==> config.mk <==
export PLATFORM = sky130hd
export DESIGN_NAME = cpts_eval
export DESIGN_NICKNAME = d
export VERILOG_FILES = /design/src/rtl/cpts_pkg.sv /design/src/rtl/cpts_eval.sv
export SDC_FILE = /design/constraint.sdc
export NUM_CORES = 2
export LEC_CHECK = 0
export BUFFER_PORTS_ARGS = -buffer_cell sky130_fd_sc_hd__buf_2
export CORE_ASPECT_RATIO = 1.1
export CORE_MARGIN = 1
export CORE_UTILIZATION = 43
export DETAILED_ROUTE_END_ITERATION = 7
export PLACE_DENSITY = 0.59
export SLEW_MARGIN = 20
export SYNTH_ARGS = -nofsm -noshare
export SYNTH_HDL_FRONTEND = slang
export SYNTH_SLANG_ARGS = --single-unit
export TNS_END_PERCENT = 5
==> constraint.sdc <==
create_clock -name i_clk -period 11.9 [get_ports i_clk]
set_input_delay 2.38 -clock i_clk [delete_from_list [all_inputs] [get_ports i_clk]]
set_output_delay 2.38 -clock i_clk [all_outputs]
set_load 0.03 [all_outputs]
==> src/rtl/cpts_pkg.sv <==
`timescale 1ns / 1ps

package cpts_pkg;

    localparam int MAX_POINTS_DEF = 256;
    localparam int COORD_BITS_DEF = 16;

    localparam int FIELD_BITS   = 16;
    localparam int REQ_BITS     = 2;
    localparam int STATUS_BITS  = 2;
    localparam int IDX_OUT_BITS = 8;
    localparam int CNT_OUT_BITS = 9;

    typedef enum logic [REQ_BITS-1:0] {
        REQ_ADD     = 2'd0,
        REQ_CLOSEST = 2'd1,
        REQ_FORWARD = 2'd2,
        REQ_NOP     = 2'd3
    } t_req;

    typedef enum logic [STATUS_BITS-1:0] {
        ST_OK    = 2'd0,
        ST_EMPTY = 2'd1,
        ST_FULL  = 2'd2
    } t_status;

    typedef enum logic [1:0] {
        S_IDLE,
        S_SCAN,
        S_DRAIN
    } t_state;

    typedef struct packed {
        logic valid;
        logic last;
    } t_tag;

endpackage

==> src/rtl/cpts_eval.sv <==
`timescale 1ns / 1ps

module cpts_eval #(
    parameter int CW = 16,
    parameter int AW = 8
) (
    input  logic                 i_clk,
    input  logic                 i_rst_n,
    input  cpts_pkg::t_tag       i_tag,
    input  logic [AW-1:0]        i_idx,
    input  logic [3*CW-1:0]      i_cur,
    input  logic [3*CW-1:0]      i_nxt,
    input  logic [3*CW-1:0]      i_pos,
    input  logic [3*CW-1:0]      i_dir,
    output cpts_pkg::t_tag       o_tag,
    output logic [AW-1:0]        o_idx,
    output logic [3*CW-1:0]      o_pt,
    output logic [2*CW+2:0]      o_dist,
    output logic                 o_neg
);

    import cpts_pkg::*;

    localparam int DW  = CW + 1;
    localparam int SQW = 2 * DW;
    localparam int DTW = DW + CW;
    localparam int PW  = 2 * CW + 3;

    logic signed [CW-1:0]  cur [3];
    logic signed [CW-1:0]  nxt [3];
    logic signed [CW-1:0]  pos [3];
    logic signed [CW-1:0]  dir [3];
    logic signed [DW-1:0]  dx  [3];
    logic signed [DW-1:0]  st  [3];
    logic signed [SQW-1:0] n_sq [3];
    logic signed [DTW-1:0] n_dp [3];

    logic signed [SQW-1:0] r_sq [3];
    logic signed [DTW-1:0] r_dp [3];
    t_tag                  r_tag1;
    logic [AW-1:0]         r_idx1;
    logic [3*CW-1:0]       r_pt1;

    logic [PW-1:0]         n_dist;
    logic signed [DTW+1:0] n_dot;

    t_tag                  r_tag2;
    logic [AW-1:0]         r_idx2;
    logic [3*CW-1:0]       r_pt2;
    logic [PW-1:0]         r_dist;
    logic                  r_neg;

    always_comb begin
        for (int k = 0; k < 3; k++) begin
            cur[k]  = signed'(i_cur[k*CW +: CW]);
            nxt[k]  = signed'(i_nxt[k*CW +: CW]);
            pos[k]  = signed'(i_pos[k*CW +: CW]);
            dir[k]  = signed'(i_dir[k*CW +: CW]);
            dx[k]   = DW'(cur[k]) - DW'(pos[k]);
            st[k]   = DW'(nxt[k]) - DW'(cur[k]);
            n_sq[k] = SQW'(dx[k]) * SQW'(dx[k]);
            n_dp[k] = DTW'(st[k]) * DTW'(dir[k]);
        end
    end

    always_comb begin
        n_dist = PW'($unsigned(r_sq[0])) + PW'($unsigned(r_sq[1]))
               + PW'($unsigned(r_sq[2]));
        n_dot  = (DTW+2)'(r_dp[0]) + (DTW+2)'(r_dp[1]) + (DTW+2)'(r_dp[2]);
    end

    always_ff @(posedge i_clk) begin
        if (!i_rst_n) begin
            r_tag1 <= '0;
            r_tag2 <= '0;
        end else begin
            r_tag1 <= i_tag;
            r_tag2 <= r_tag1;
        end
    end

    always_ff @(posedge i_clk) begin
        for (int k = 0; k < 3; k++) begin
            r_sq[k] <= n_sq[k];
            r_dp[k] <= n_dp[k];
        end
        r_idx1 <= i_idx;
        r_pt1  <= i_cur;
        r_idx2 <= r_idx1;
        r_pt2  <= r_pt1;
        r_dist <= n_dist;
        r_neg  <= n_dot[DTW+1];
    end

    assign o_tag  = r_tag2;
    assign o_idx  = r_idx2;
    assign o_pt   = r_pt2;
    assign o_dist = r_dist;
    assign o_neg  = r_neg;

endmodule

; Word-level counts from Yosys, hierarchy flattened
; Memory sizes are Yosys's and may differ from the RTL's.
; Cells that the tools add are included.
[op_classes]
n_addsub = 10
multipliers = 6
[op_table]
columns = operator, n
row1 = $mul 17x17->34, 3
row2 = $sub 16x16->17, 6
row3 = $mul 17x16->33, 3
row4 = $add 34x33->35, 1
row5 = $add 34x34->35, 1
row6 = $add 35x34->35, 1
row7 = $add 33x33->34, 1
[totals]
regBits = 152
ramBits = 201
in_bits = 204
out_inout_bits = 94
word_cells = 28
n_memories = 2
[mem_list]
columns = name, words, word_bits, read_ports, rd_ports_with_merged_regs, write_ports, line
row1 = r_sq, 3, 34, 3, 0, 3, cpts_eval.sv:38  ; logic signed [SQW-1:0] r_sq [3];
row2 = r_dp, 3, 33, 3, 0, 3, cpts_eval.sv:39  ; logic signed [DTW-1:0] r_dp [3];

; Longest topological paths before layout
[logic_depth]
ltp_word = 2
depth_mapped = 36
mapped_depth_nobuf = 35

; Worst setup path after synthesis
; No wires, ideal clock.
[synth_timing]
path_type = in2reg
start = input i_cur[32]
end = memory r_sq[0][100] in the netlist's numbering
setup_time_ps = 106
arrival_time_ps = 10320
required_ps = 11794
slack_ps = 1474
path_stages = 34
path_buffers = 1
cell_sequence = inv_1 > ha_1 > fa_1 > nor2b_1 > o21a_1 > o21ai_0 > a211o_1 > a31o_2 > a21boi_0 > o21a_1 > o21ai_1 > inv_1 > clkbuf_1 > nor2_1 > fa_1 > inv_1 > fa_1 > inv_1 > fa_1 > fa_1 > fa_1 > inv_1 > fa_1 > inv_1 > ha_1 > a21o_1 > a21oi_1 > o21ai_0 > a211oi_1 > o21a_1 > a31oi_1 > o31ai_1 > or4b_2 > o311ai_0
[synth_rtl]
columns = element, line
row1 = start: declaration, cpts_eval.sv:11  ; input logic [3*CW-1:0] i_cur,
row2 = end: declaration, cpts_eval.sv:38

==> results.yml <==
final_layout:
  fin_nets: 10800
  layout.filler_cells: 16600
  syn_to_final_growth_pct: 7.93
  multi_input_area_um2: 59500
  finalInstanceArea_um2: 80600
  register_area_um2: 7010
  drive_gt1_frac: 0.0648
setup_path:
  reg2reg_depth: 11
  path_max_fanout: 10
  cp_slowest_cell: "fa_1"
  arrival_ps: 11250
  critPathTopFamily: "adder cells"
  crit_path_start_kind: "input port"
  required_ps: 12420
  worstSetupPathType: "in -> reg"
  critical_path.max_stage_delay_ps: 750
  cpMostUsedCell: "fa_1"
  worst-path-buf-inv: 7
  worst-path-stages: 34
  end_kind: "flip-flop"
routing:
  wl_per_cell_um: 17.8
  ant_nets: 0
  num_vias: 53000
  drt_pass1_iterations: 6
  vias_per_cell: 5.04
  drc: 0
  wl_um: 188000
  drt_iter0_markers: 2384
floorplan:
  core-area_um2: 173000
  start_util: 0.432
  io-pin-count: 298
  dieArea_um2: 175000
  die_w_um: 399
  rows: 160
  die_h_um: 439
timing:
  finalSetupViolCount: 0
  fin_skew_ps: 30.4
  report.final.hold_viol_count: 0
  fmax_mhz: 93.2
  final.setup.tns_ps: 0
  fin_crit_ps: 10730
  period_share: 0.902
  slew_violations: 0
  rsz0062_at_grt: "no"
  max-slew-margin-rel: 0.298
  tightest_slew_ps: 1050
clocking:
  insertion_delay_ps: 640
  clk_pin_slew_ps: 80
  cts_resized: 0
  clk_path_buf_depth: 3
  cts_setup_buffers: 0
  cts.sinks: 350
  cts_tree: "built"
  root_buffer: "clkbuf_16"
  cts_hold_buf: 0
  cts-buffers-inserted: 45
  htreeDepth: 2
logic_synthesis:
  synth_edf_count: 0
  yosys_warnings: 0
  synth-main-ff-cell: "dfxtp_1"
  ys_types: 81
  synth-async-reset-ratio: 0
  synthesis.area_um2: 74700
  synthCells: 7969
  ys_seq_area_frac: 0.0938
  ys_seq_elements: 350
  synth_area_per_cell_um2: 9.37
worst_hold_path:
  hold_depth: 0
  hold_path_class: "reg -> reg"
place:
  gp_congestion: 0.943
  portBuffers: 297
  dp_hpwl_um: 161000
  placed_area_um2: 79000
grt:
  overflow: 0
  grt_usage: 0.226
  antenna_found_initial: 21
  first_global_vias: 59000
  grt_max_degree: 23
  grt_first_pass_wirelength_um: 311000
run:
  maxCapViolations: 0
outcome:
  status: "finished clean"
## flip-flops by register name, indices dropped and copies added (netlist names)
signal and cells:
r_dp 99, r_sq 99, o_pt 48, r_pt1 48, o_dist 35, o_idx 8
r_idx1 8, o_tag 2, r_tag1 2, o_neg 1
## final cells by class
type | count | area share
sequential | 350 | 0.0869
inverter | 1988 | 0.0926
antenna | 6 | 0.000186
multi-input combinational | 5418 | 0.737
tap | 2268 | 0.0352
clock inverter | 32 | 0.00481
timing repair buffer | 401 | 0.0281
clock buffer | 50 | 0.0147
## cells in the final DEF, fill, tap and decap left out, drive strengths merged, types with 142 or more instances in the layout
| cell type | instances |
|---|---|
| ha | 659 |
| o21ai | 142 |
| a21oi | 201 |
| inv | 1988 |
| and2 | 259 |
| dfxtp | 350 |
| nor2 | 442 |
| xnor2 | 229 |
| nand2 | 783 |
| buf | 401 |
| fa | 1711 |
## synth_stat cells, types with 48 or more instances
| cell type | instances | area (um2) |
|---|---|---|
| dfxtp_1 | 350 | 7010 |
| and2_1 | 259 | 1620 |
| clkbuf_1 | 201 | 754 |
| o21a_1 | 48 | 360 |
| xnor2_1 | 229 | 2010 |
| nand2b_1 | 76 | 475 |
| nand3_1 | 102 | 510 |
| a21o_1 | 131 | 983 |
| fa_1 | 1711 | 34300 |
| and3_1 | 50 | 313 |
| nand2_1 | 783 | 2940 |
| xor2_1 | 69 | 604 |
| o21ai_0 | 134 | 671 |
| a21oi_1 | 200 | 1000 |
| ha_1 | 659 | 8250 |
| inv_1 | 1975 | 7410 |
| nor2b_1 | 104 | 651 |
| nor2_1 | 442 | 1660 |
| nor3_1 | 54 | 270 |
## worst reg2reg max path, stage by stage, from the launching register on
cell	delay (ps)
dfxtp_1	380
fa_1	440
ha_1	400
a211oi_1	410
nand2b_1	130
a311o_1	430
nor4bb_1	220
o31ai_1	380
nand3_1	220
a211oi_1	410
a21oi_1	140
xor2_1	180
## logic make-up (layout without fill, tap and decap cells)
kind of cell,Yosys count,in the layout,synth area share
other cells,1,9,0.0000502
compound gates,765,765,0.0673
buf+inv,2203,2471,0.111
flops,350,350,0.0938
simple gates,1969,1969,0.122
mux,13,13,0.00183
fa+ha+maj,2370,2370,0.569
xor+xnor,298,298,0.0349
## stage by stage
step | instances | utilization | setup WS [ps] | hold slack, ps
finish | 10500 | 0.467 | 1170 | 303
global route | 10500 | 0.467 | 651 | 312
CTS | 10500 | 0.467 | 1300 | 302
detailed placement | 10400 | 0.457 | 669 | 312
global placement | 10400 | 0.457 | 714 | 310
floorplan | 7971 | - | 1470 | 310
## worst paths after layout
kind / from / end / slack [ps]
max: i_cur[32] / r_sq[0][100] / 1170
min: r_pt1[19] / o_pt[19] / 300
max reg2reg: r_sq[0][40] / o_dist[34] / 8030
min reg2reg: r_pt1[19] / o_pt[19] / 300
## metal layers
layer | routed length, um | global-route usage
met1 | 74300 | 0.277
met2 | 94800 | 0.396
met3 | 9540 | 0.0308
met4 | 8900 | 0.0953
met5 | 123 | 0
Power is not shown: default switching activity piles up to over one toggle a cycle in this logic, so the estimate is an artifact.
